--- src/rtl/assert_macros.svh ---
// assertion macros shared by the rtl files
`ifndef ASSERT_MACROS_SVH
`define ASSERT_MACROS_SVH

// same-cycle implication, checked outside reset
`define ADP_ASSERT(label, clk, rst, prop, msg) \
   label: assert property (@(posedge clk) disable iff (rst) prop) \
      else $error(msg);

// next-cycle implication, checked outside reset
`define ADP_ASSERT_NEXT(label, clk, rst, ante, cons, msg) \
   label: assert property (@(posedge clk) disable iff (rst) ante |=> cons) \
      else $error(msg);

`endif

--- src/rtl/adp_pkg.sv ---
// types, constants and character helpers of the decimal line parser
`default_nettype none
package adp_pkg;

   localparam int VALUE_W = 31;
   localparam int CHAR_W  = 8;

   localparam logic [CHAR_W-1:0] EOL_CODE  = 8'd10;
   localparam logic [CHAR_W-1:0] BLANK_MAX = 8'd32;
   localparam logic [CHAR_W-1:0] DIGIT_LO  = 8'd48;
   localparam logic [CHAR_W-1:0] DIGIT_HI  = 8'd57;

   localparam logic [VALUE_W-1:0] MAX_VALUE_RESET = 31'h7FFF_FFFF;

   localparam logic [1:0] STATUS_OK    = 2'd0;
   localparam logic [1:0] STATUS_PARSE = 2'd1;
   localparam logic [1:0] STATUS_READ  = 2'd2;
   localparam logic [1:0] STATUS_NONE  = 2'd3;

   typedef enum logic [3:0] {
      PH_LEAD   = 4'b0001,
      PH_DIGITS = 4'b0010,
      PH_TRAIL  = 4'b0100,
      PH_BAD    = 4'b1000
   } phase_type;

   typedef struct packed {
      logic take_digit;
      logic clear_line;
   } acc_ctrl_type;

   function automatic logic is_blank(input logic [CHAR_W-1:0] c);
      return (c <= BLANK_MAX) || c[CHAR_W-1];
   endfunction

   function automatic logic is_digit(input logic [CHAR_W-1:0] c);
      return (c >= DIGIT_LO) && (c <= DIGIT_HI);
   endfunction

endpackage
`default_nettype wire

--- src/rtl/adp_accum.sv ---
// decimal accumulator with sticky over-maximum flag
`default_nettype none
`include "assert_macros.svh"
module adp_accum (
   input  wire logic                          clock,
   input  wire logic                          reset,
   input  wire adp_pkg::acc_ctrl_type         ctrl,
   input  wire logic [3:0]                    digit,
   input  wire logic [adp_pkg::VALUE_W-1:0]   max_value,
   output logic      [adp_pkg::VALUE_W-1:0]   acc_value,
   output logic                               over_max
);
   import adp_pkg::*;

   localparam int NEXT_W = VALUE_W + 4;

   logic [VALUE_W-1:0] acc_ff, acc_in;
   logic               over_ff, over_in;
   logic [NEXT_W-1:0]  next_val;

   // acc * 10 + digit as shifts and adds
   assign next_val = {1'b0, acc_ff, 3'b000} + {3'b000, acc_ff, 1'b0}
                     + {{(NEXT_W-4){1'b0}}, digit};

   always_comb begin
      acc_in  = acc_ff;
      over_in = over_ff;
      if (ctrl.clear_line) begin
         acc_in  = '0;
         over_in = 1'b0;
      end else if (ctrl.take_digit && !over_ff) begin
         if (next_val > {4'b0000, max_value}) begin
            over_in = 1'b1;
         end else begin
            acc_in = next_val[VALUE_W-1:0];
         end
      end
   end

   always_ff @(posedge clock) begin
      if (reset) begin
         acc_ff  <= '0;
         over_ff <= 1'b0;
      end else begin
         acc_ff  <= acc_in;
         over_ff <= over_in;
      end
   end

   assign acc_value = acc_ff;
   assign over_max  = over_ff;

   `ADP_ASSERT_NEXT(a_over_sticky, clock, reset, over_ff && !ctrl.clear_line, over_ff,
      "over_max dropped without a line clear")
   `ADP_ASSERT_NEXT(a_line_clear, clock, reset, ctrl.clear_line, (acc_ff == '0) && !over_ff,
      "accumulator not cleared at line end")
   `ADP_ASSERT_NEXT(a_acc_hold, clock, reset, !ctrl.take_digit && !ctrl.clear_line,
      $stable(acc_ff), "accumulator moved without a digit")

endmodule
`default_nettype wire

--- src/rtl/ascii_decimal_line_parser.sv ---
// a line end or end-of-input item is staged in the input register, then registered on rsp
// throughput: one character item per cycle, set by the single input register stage
// a result that waits on rsp_ready holds the pipe only when the next item also ends a line
// reset: synchronous, clears the line state, handshakes and sets max_value to 2^31-1
// no memories, so no clearing pass after reset
`default_nettype none
`include "assert_macros.svh"
module ascii_decimal_line_parser #(
   parameter int LINE_BUFFER_LEN = 10
) (
   input  wire logic                          clock,
   input  wire logic                          reset,
   // character items
   input  wire logic                          req_valid,
   output logic                               req_ready,
   input  wire logic [adp_pkg::CHAR_W-1:0]    req_char_code,
   input  wire logic                          req_end_of_input,
   // result items
   output logic                               rsp_valid,
   input  wire logic                          rsp_ready,
   output logic      [adp_pkg::VALUE_W-1:0]   rsp_value,
   output logic      [1:0]                    rsp_status,
   // max_value register
   input  wire logic                          csr_wr_en,
   input  wire logic [adp_pkg::VALUE_W-1:0]   csr_wr_data
);
   import adp_pkg::*;

   localparam int CNT_W = $clog2(LINE_BUFFER_LEN + 1);
   localparam logic [CNT_W-1:0] CNT_LIMIT = CNT_W'(LINE_BUFFER_LEN);

   // configuration
   logic [VALUE_W-1:0] max_value_ff;

   // input register
   logic               in_valid_ff, in_valid_in;
   logic [CHAR_W-1:0]  char_ff;
   logic               eoi_ff;

   // line state
   phase_type          phase_ff, phase_in;
   logic [CNT_W-1:0]   count_ff, count_in;
   logic               too_long_ff, too_long_in;
   logic               seen_ff, seen_in;

   // result register
   logic               rsp_valid_ff, rsp_valid_in;
   logic [VALUE_W-1:0] value_ff;
   logic [1:0]         status_ff;

   logic               is_eol, emit, out_free, advance, accept;
   logic               blank, digit, take;
   logic [1:0]         status_new;
   logic [VALUE_W-1:0] acc_value;
   logic               over_max;
   acc_ctrl_type       acc_ctrl;

   // ---------------------------------------------------------------- flow control
   // the staged item moves on unless it makes a result and the output is still full
   assign is_eol   = (char_ff == EOL_CODE);
   assign emit     = in_valid_ff && (eoi_ff || is_eol);
   assign out_free = !rsp_valid_ff || rsp_ready;
   assign advance  = in_valid_ff && (!emit || out_free);
   assign req_ready = !in_valid_ff || advance;
   assign accept   = req_valid && req_ready;

   assign in_valid_in = accept || (in_valid_ff && !advance);

   // ---------------------------------------------------------------- character class
   assign blank = is_blank(char_ff);
   assign digit = is_digit(char_ff);

   // ---------------------------------------------------------------- line state update
   always_comb begin
      phase_in    = phase_ff;
      count_in    = count_ff;
      too_long_in = too_long_ff;
      seen_in     = seen_ff;
      take        = 1'b0;
      if (advance) begin
         if (emit) begin
            // line done, start over
            phase_in    = PH_LEAD;
            count_in    = '0;
            too_long_in = 1'b0;
            seen_in     = 1'b0;
         end else if (count_ff < CNT_LIMIT) begin
            count_in = count_ff + CNT_W'(1);
            unique case (phase_ff)
               PH_LEAD: begin
                  if (digit) begin
                     phase_in = PH_DIGITS;
                     take     = 1'b1;
                  end else if (!blank) begin
                     phase_in = PH_BAD;
                  end
               end
               PH_DIGITS: begin
                  if (digit) begin
                     take = 1'b1;
                  end else if (blank) begin
                     phase_in = PH_TRAIL;
                  end else begin
                     phase_in = PH_BAD;
                  end
               end
               PH_TRAIL: begin
                  if (!blank) begin
                     phase_in = PH_BAD;
                  end
               end
               PH_BAD: begin
                  phase_in = PH_BAD;
               end
               default: begin
                  phase_in = PH_BAD;
               end
            endcase
            if (take) begin
               seen_in = 1'b1;
            end
         end else begin
            // bytes past the buffer are dropped, only flagged
            too_long_in = 1'b1;
         end
      end
   end

   assign acc_ctrl.take_digit = take;
   assign acc_ctrl.clear_line = advance && emit;

   adp_accum u_accum (
      .clock     (clock),
      .reset     (reset),
      .ctrl      (acc_ctrl),
      .digit     (char_ff[3:0]),
      .max_value (max_value_ff),
      .acc_value (acc_value),
      .over_max  (over_max)
   );

   // ---------------------------------------------------------------- result
   // read error wins, then any parse problem
   always_comb begin
      priority if (eoi_ff) begin
         status_new = STATUS_READ;
      end else if (too_long_ff || (phase_ff == PH_BAD) || !seen_ff || over_max) begin
         status_new = STATUS_PARSE;
      end else begin
         status_new = STATUS_OK;
      end
   end

   assign rsp_valid_in = (advance && emit) || (rsp_valid_ff && !rsp_ready);

   // ---------------------------------------------------------------- registers
   always_ff @(posedge clock) begin
      if (reset) begin
         max_value_ff <= MAX_VALUE_RESET;
         in_valid_ff  <= 1'b0;
         phase_ff     <= PH_LEAD;
         count_ff     <= '0;
         too_long_ff  <= 1'b0;
         seen_ff      <= 1'b0;
         rsp_valid_ff <= 1'b0;
      end else begin
         if (csr_wr_en) begin
            max_value_ff <= csr_wr_data;
         end
         in_valid_ff  <= in_valid_in;
         phase_ff     <= phase_in;
         count_ff     <= count_in;
         too_long_ff  <= too_long_in;
         seen_ff      <= seen_in;
         rsp_valid_ff <= rsp_valid_in;
      end
   end

   // payload registers, no reset
   always_ff @(posedge clock) begin
      if (accept) begin
         char_ff <= req_char_code;
         eoi_ff  <= req_end_of_input;
      end
      if (advance && emit) begin
         status_ff <= status_new;
         value_ff  <= (status_new == STATUS_OK) ? acc_value : '0;
      end
   end

   assign rsp_valid  = rsp_valid_ff;
   assign rsp_value  = value_ff;
   assign rsp_status = status_ff;

   // ---------------------------------------------------------------- checks
   `ADP_ASSERT(a_err_value_zero, clock, reset,
      rsp_valid_ff && (status_ff != STATUS_OK) |-> value_ff == '0,
      "error result with nonzero value")
   `ADP_ASSERT(a_status_code, clock, reset, rsp_valid_ff |-> status_ff != STATUS_NONE,
      "result status out of range")
   `ADP_ASSERT(a_count_limit, clock, reset, count_ff <= CNT_LIMIT,
      "char count past line buffer length")
   `ADP_ASSERT_NEXT(a_bad_sticky, clock, reset,
      (phase_ff == PH_BAD) && !(advance && emit), phase_ff == PH_BAD,
      "bad phase left before line end")

endmodule
`default_nettype wire

--- config.mk ---
export PLATFORM = sky130hd
export DESIGN_NAME = ascii_decimal_line_parser
export DESIGN_NICKNAME = d
export VERILOG_FILES = /design/src/rtl/adp_pkg.sv /design/src/rtl/adp_accum.sv /design/src/rtl/ascii_decimal_line_parser.sv
export VERILOG_INCLUDE_DIRS = /design/src /design/src/rtl
export SDC_FILE = /design/constraint.sdc
export NUM_CORES = 1
export LEC_CHECK = 0
export ABC_AREA = 1
export BUFFER_PORTS_ARGS = -buffer_cell sky130_fd_sc_hd__buf_2
export CAP_MARGIN = 20
export CORE_MARGIN = 2
export CORE_UTILIZATION = 60
export CTS_CLUSTER_DIAMETER = 50
export DETAILED_ROUTE_END_ITERATION = 16
export PLACE_DENSITY = 0.79
export SYNTH_ARGS = -nofsm -noshare
export SYNTH_HDL_FRONTEND = slang
export SYNTH_SLANG_ARGS = --single-unit
--- constraint.sdc ---
create_clock -name clock -period 5.3 [get_ports clock]
set_input_delay 0.265 -clock clock [delete_from_list [all_inputs] [get_ports clock]]
set_output_delay 0.265 -clock clock [all_outputs]
set_load 0.01 [all_outputs]
### Yosys cells after proc, flatten, opt, wreduce, memory -nomap -nowiden

Index checks and enable logic that the tools add are counted.

* register bits after elaboration: 117
* bits of input ports: 45
* logic and storage cells: 89

* add/subtract/negate cells: 3
* order comparisons: 5
* equal/unequal tests: 7
* multiplexer cells: 24
* bitwise gates (word level): 1
* reduce and logical (&&, ||, !) cells: 36

Operator list (number)
* adder 34 x 32 -> 35 bit: 1
* adder 35 x 4 -> 35 bit: 1
* > comparator 35 x 31 -> 1 bit: 1
* 2-to-1 mux 4 bit: 8
* <= comparator 8 x 6 -> 1 bit (second input constant): 2
* 2-to-1 mux 1 bit: 14
* one-hot mux 4 bit (3 select lines): 1
* logical OR 1 bit: 10
* equality test 8 x 4 -> 1 bit (second input constant): 1
* >= comparator 8 x 6 -> 1 bit (second input constant): 1
* logical AND 1 bit: 8
* AND reduction 2 bit: 4
* logical NOT 1 bit: 7
* AND reduction 3 bit: 2
* adder 4 x 1 -> 4 bit (second input constant): 1
* equality test 4 x 1 -> 1 bit (second input constant): 1
* equality test 4 x 2 -> 1 bit (second input constant): 1
* equality test 4 x 3 -> 1 bit (second input constant): 1
* equality test 4 bit (second input constant): 1
* less-than comparator 4 bit (second input constant): 1
* nonzero test 2 bit: 2
* OR reduction 2 bit: 2
* != test 3 bit (second input constant): 1
* logical NOT 2 bit: 1
* 3 further kinds: 3

### Logic depth before layout (Yosys ltp)

* depth in word-level cells: 12
* mapped depth: 31
* depth with buffers taken out: 30

### Cells and area by module

From an unflattened synthesis, not the netlist that was laid out.

* cells, all modules: 1099
* area total of the unflattened synthesis: 7832.5 µm²

Modules (own cells, without submodules)
* adp_accum: instances 1, cells each 729, area each 4460.5 µm²
* ascii_decimal_line_parser: instances 1, cells each 370, area each 3372.0 µm²

### Worst setup path after synthesis

Ideal clock, no wire load.

* kind: flip-flop to flip-flop
* start point: reg char_ff[3]
* end point: reg u_accum.acc_ff[23], in the netlist u_accum.acc_value[23]
* arrival: 3.735 ns
* data required time: 5.187 ns
* setup slack: 1.452 ns
* cell stages (with the launch flop): 30
* clock period less this slack: 3.848 ns
* cell sequence: edfxtp_1 -> fa_1 -> fa_1 -> nand2_1 -> inv_1 -> nand2_1 -> nand2_1 -> nand2_1 -> nand2_1 -> nand2_1 -> nand3_1 -> nand2_1 -> inv_1 -> nor3_1 -> nand2b_1 -> inv_1 -> ha_1 -> nand2_1 -> inv_1 -> nand2_1 -> nand2_1 -> nand2_1 -> nand3_1 -> a21oi_1 -> nand3_2 -> nor2_4 -> nand3_4 -> buf_2 -> nor2_1 -> nor2_1

RTL lines
* start: declaration: RTL line ascii_decimal_line_parser.sv:37 `logic [CHAR_W-1:0] char_ff;`
* start signal: assignment: RTL line ascii_decimal_line_parser.sv:182 `char_ff <= req_char_code;`
* adder 35 x 4 -> 35 bit: RTL line adp_accum.sv:23 `+ {{(NEXT_W-4){1'b0}}, digit};`
* named net u_accum.next_val[30]: RTL line adp_accum.sv:19 `logic [NEXT_W-1:0] next_val;`
* > comparator 35 x 31 -> 1 bit: RTL line adp_accum.sv:32 `if (next_val > {4'b0000, max_value}) begin`
* inverter 1 bit (no source line)
* AND reduction 2 bit (no source line)
* end signal: assignment: RTL line adp_accum.sv:45 `acc_ff <= acc_in;`
* end: declaration: RTL line adp_accum.sv:17 `logic [VALUE_W-1:0] acc_ff, acc_in;`

The timed path passes the listed nets, and every way through them passes these cells. The select of a mux whose other input is x is not followed.
A chain may end at the register's enable or synchronous reset.

### Worst setup path in the final report

* start point: reg char_ff[3]
* end point: reg u_accum.acc_ff[18], in the netlist u_accum.acc_value[18]

Same word-level chain as after synthesis.

==> results.py <==
metrics = {
    "worst_setup_path": {
        "path_common_cell": "nand2_1",
        "crit_cells": 28,
        "rr_worst_depth": 28,
        "reg2reg_to": "u_accum.acc_value[18]",
        "worstPathArrival_ps": 5100,
        "cpMaxStageDelayCell": "fa_1",
        "crit_buf_inv": 4,
        "r2r_slack_ps": 520,
        "max_stage_delay_ps": 560,
        "required_ps": 5620,
        "path_max_fanout": 31,
        "critical_path.reg2reg.startpoint": "char_ff[3]",
        "cpLargestDelayFamily": "simple AND/OR/NAND/NOR gates",
        "crit_path_start_kind": "flip-flop",
        "path_class": "flip-flop to flip-flop",
        "cp-end-kind": "flip-flop",
    },
    "route": {
        "postRouteWirelength_um": 18700,
        "drtIter0Drc": 388,
        "routed-wl-met2_um": 8630,
        "wl_per_cell_um": 13.8,
        "first_pass_iters": 5,
        "vias": 7025,
        "drc_errors": 0,
        "routedLengthMet1_um": 8530,
        "vias_per_cell": 5.18,
        "antenna_left": 0,
        "top_layer_used": "met4",
        "wl_met3_um": 1230,
    },
    "sta": {
        "clock.fmax_ghz": 0.209,
        "relSlewSlack_pct": 37.1,
        "setup_viol": 0,
        "slew_viol_final": 0,
        "max_slew.worst_pin.slew_ps": 943,
        "setup-tns-final_ps": 0,
        "finalCritPeriodShare_pct": 90.2,
        "clock-skew-final_ps": 14.2,
        "grt_setup_unrepaired": "false",
        "hold_violations": 0,
        "final.min_clock_period_ps": 4780,
        "fin_hold_ws_ps": 42.5,
    },
    "power": {
        "p_leak_nw": 5.20,
        "p_int_mw": 1.77,
        "p_sw_share_pct": 24.0,
        "p_clk_share_pct": 52.6,
        "peakVddDrop_v": 0.000267,
        "seqPwrFrac_pct": 41.6,
        "p_switching_mw": 0.560,
        "p_comb_share_pct": 5.9,
        "power_density_mw_per_mm2": 258,
    },
    "yosys": {
        "yosysWarnings": 0,
        "yosys.area.top_type": "dfxtp_1",
        "synth_top_family_by_area": "simple AND/OR/NAND/NOR gates",
        "synth_mux_area_share_pct": 0,
        "synthXorXnorAreaFrac_pct": 2.82,
        "ys_seq_area_share_pct": 35.6,
        "syn_area_mm2": 0.00775,
        "yosysUniqueCellTypes": 40,
        "synth_fa_ha_area_share_pct": 15.5,
        "syn-num-nets": 1222,
        "ys_ff_latch": 117,
        "synth_area_per_cell_um2": 7.17,
        "synth-compound-area-share_pct": 9.49,
        "synthSimpleGateAreaFrac_pct": 25.8,
        "syn_inst": 1082,
        "synth_largest_type_area_fraction_pct": 19.4,
        "synthTopCellsByArea": "dfxtp_1, edfxtp_1, ha_1",
    },
    "hold_path": {
        "hold_end": "max_value_ff[29]",
        "holdCritStartpoint": "csr_wr_data[29]",
        "hp-class": "input port to flip-flop",
        "hold_depth": 3,
    },
    "die": {
        "fp.dieH_um": 118,
        "start_util_pct": 61.5,
        "pin_count": 80,
        "num_rows": 41,
        "core-area_mm2": 0.0126,
        "die_x_um": 118,
        "die_area_mm2": 0.0138,
    },
    "clock_tree": {
        "clk_pin_slew_ps": 60,
        "cts_sinks": 117,
        "clk_path_buf_depth": 2,
        "root_buffer": "clkbuf_16",
        "cts_tree": "done",
        "numCtsBuffers": 17,
        "htreeDepth": 4,
        "clock_latency_ps": 440,
    },
    "grt": {
        "overflow": 0,
        "grt_usage_pct": 27.7,
        "grt_pass1_vias": 6634,
        "grt_pass1_wl_um": 30700,
        "antenna_found_initial": 0,
        "grt_max_degree": 63,
    },
    "layout": {
        "drive_gt1_share_pct": 11.2,
        "diodes": 0,
        "nets": 1310,
        "n_fill_cell": 1053,
        "area_growth_pct": 16.4,
    },
    "placed_design": {
        "place_congestion": 0.947,
        "portBuffers": 79,
        "dpl.hpwl_um": 13200,
    },
    "flow_run": {
        "maxCapViolations": 0,
    },
    "status": {
        "status": "finished clean",
    },
}
==> registers in the layout (all words and copies together) (netlist names) <==
register and cells:
char_ff 8, count_ff 4, eoi_ff 1, in_valid_ff 1, max_value_ff 31, phase_ff 4
rsp_status 2, rsp_valid 1, rsp_value 31, seen_ff 1, too_long_ff 1, u_accum.acc_value 31
u_accum.over_max 1
==> how the worst max path moves through the flow <==
stage	startpoint	to	slack, ps
after global routing	char_ff[3]	u_accum.acc_value[18]	30
after detailed placement	char_ff[3]	u_accum.acc_value[18]	360
after CTS	char_ff[3]	u_accum.acc_value[18]	320
after floorplan	char_ff[3]	u_accum.acc_value[23]	1450
final	char_ff[3]	u_accum.acc_value[18]	520
after global placement	char_ff[3]	u_accum.acc_value[14]	510
==> worst reg2reg max path: cells and delay by family, from the launching register on <==
kind	cells	cell delay, ps
buffers and inverters	4	240
DFF	1	480
AOI/OAI and AO/OA	1	170
adders and majority gates	3	1330
and+or+nand+nor	20	2450
==> synthesized netlist by cell type (all sizes together) <==
library cell,count
and2,1
clkbuf,13
o21a,1
nand4,4
fa,2
o41ai,1
buf,10
a21o,1
and3,1
nor4,5
o21ai,43
xor2,17
nor3,12
a22oi,1
ha,93
xnor2,8
nor3b,1
a211oi,2
a31o,2
nand2b,1
dfxtp,75
edfxtp,42
nand3b,3
nor2,150
a21oi,80
o21bai,3
a41oi,1
nand2,286
a31oi,4
nand3,29
inv,190
==> layout by cell type, fill, tap and decap left out, types with 3 or more instances in the layout <==
cell type      Yosys  routed
nor3_1            11      11
nand3_1           26      26
buf_2              6      79
o21ai_0           43      43
dfxtp_1           75      75
nand3b_1           3       3
nor4_1             5       5
nand2_2            7       7
clkbuf_16          0      19
a21oi_1           80      80
a31oi_1            4       4
o21bai_1           3       3
xnor2_1            8       8
inv_1            189     189
ha_1              93      93
nor2_1           147     146
xor2_1            17      17
inv_6              0       7
edfxtp_1          42      42
dlygate4sd3_1      0       9
nand2_1          279     279
nand4_1            4       4
==> area by class of cell <==
cell class              instances  area [um2]  area share (%)
multi-input cells             753        4190            46.4
flip-flops and latches        117        2760            30.6
inverters                     190         713            7.90
repair buffers                 91         515            5.71
clock buffers                  19         475            5.27
well taps                     172         215            2.38
clock inverters                13         154            1.71
==> power groups by stage <==
stage	combinational [mW]	sequential (mW)	clock (mW)
after floorplan	0.0788	0.990	0
after global placement	0.125	0.987	0
after detailed placement	0.128	0.988	0
after CTS	0.134	0.969	1.23
after global routing	0.153	0.972	1.28
final	0.137	0.969	1.22
==> through the flow <==
| step | worst slack (ps) | cells | cell area (um2) | power [mW] | utilization [%] |
|---|---|---|---|---|---|
| 2_1_floorplan | 1450 | 1082 | 7750 | 1.07 | - |
| 3_3_place_gp | 506 | 1312 | 8270 | 1.11 | 65.5 |
| 3_5_place_dp | 362 | 1312 | 8270 | 1.12 | 65.5 |
| 4_1_cts | 318 | 1353 | 8990 | 2.33 | 71.2 |
| 5_1_grt | 34.7 | 1355 | 9020 | 2.41 | 71.5 |
| 6_report | 522 | 1355 | 9020 | 2.33 | 71.5 |
==> metal layers <==
metal,vias up,global-route usage [%]
met4,0,9.19
met2,212,44.8
met5,-,0
met1,3187,36.1
met3,34,7.41
li1,3592,-
==> logic make-up (layout without fill, tap and decap cells) <==
kind of cell	after synthesis	after routing
flip-flops	117	117
AND/OR/NAND/NOR	493	494
adder cells (fa/ha/maj)	95	95
buffers and inverters	213	313
AO/OA/AOI/OAI	139	139
XOR/XNOR	25	25
==> repair_timing <==
item	4_1_cts	5_1_grt
gates resized for setup	0	1
endpoints found under the hold margin	9	0
setup buffers	0	0
hold buffers	9	0
setup endpoints to repair	0	30
(Power assumes the default switching activity.)
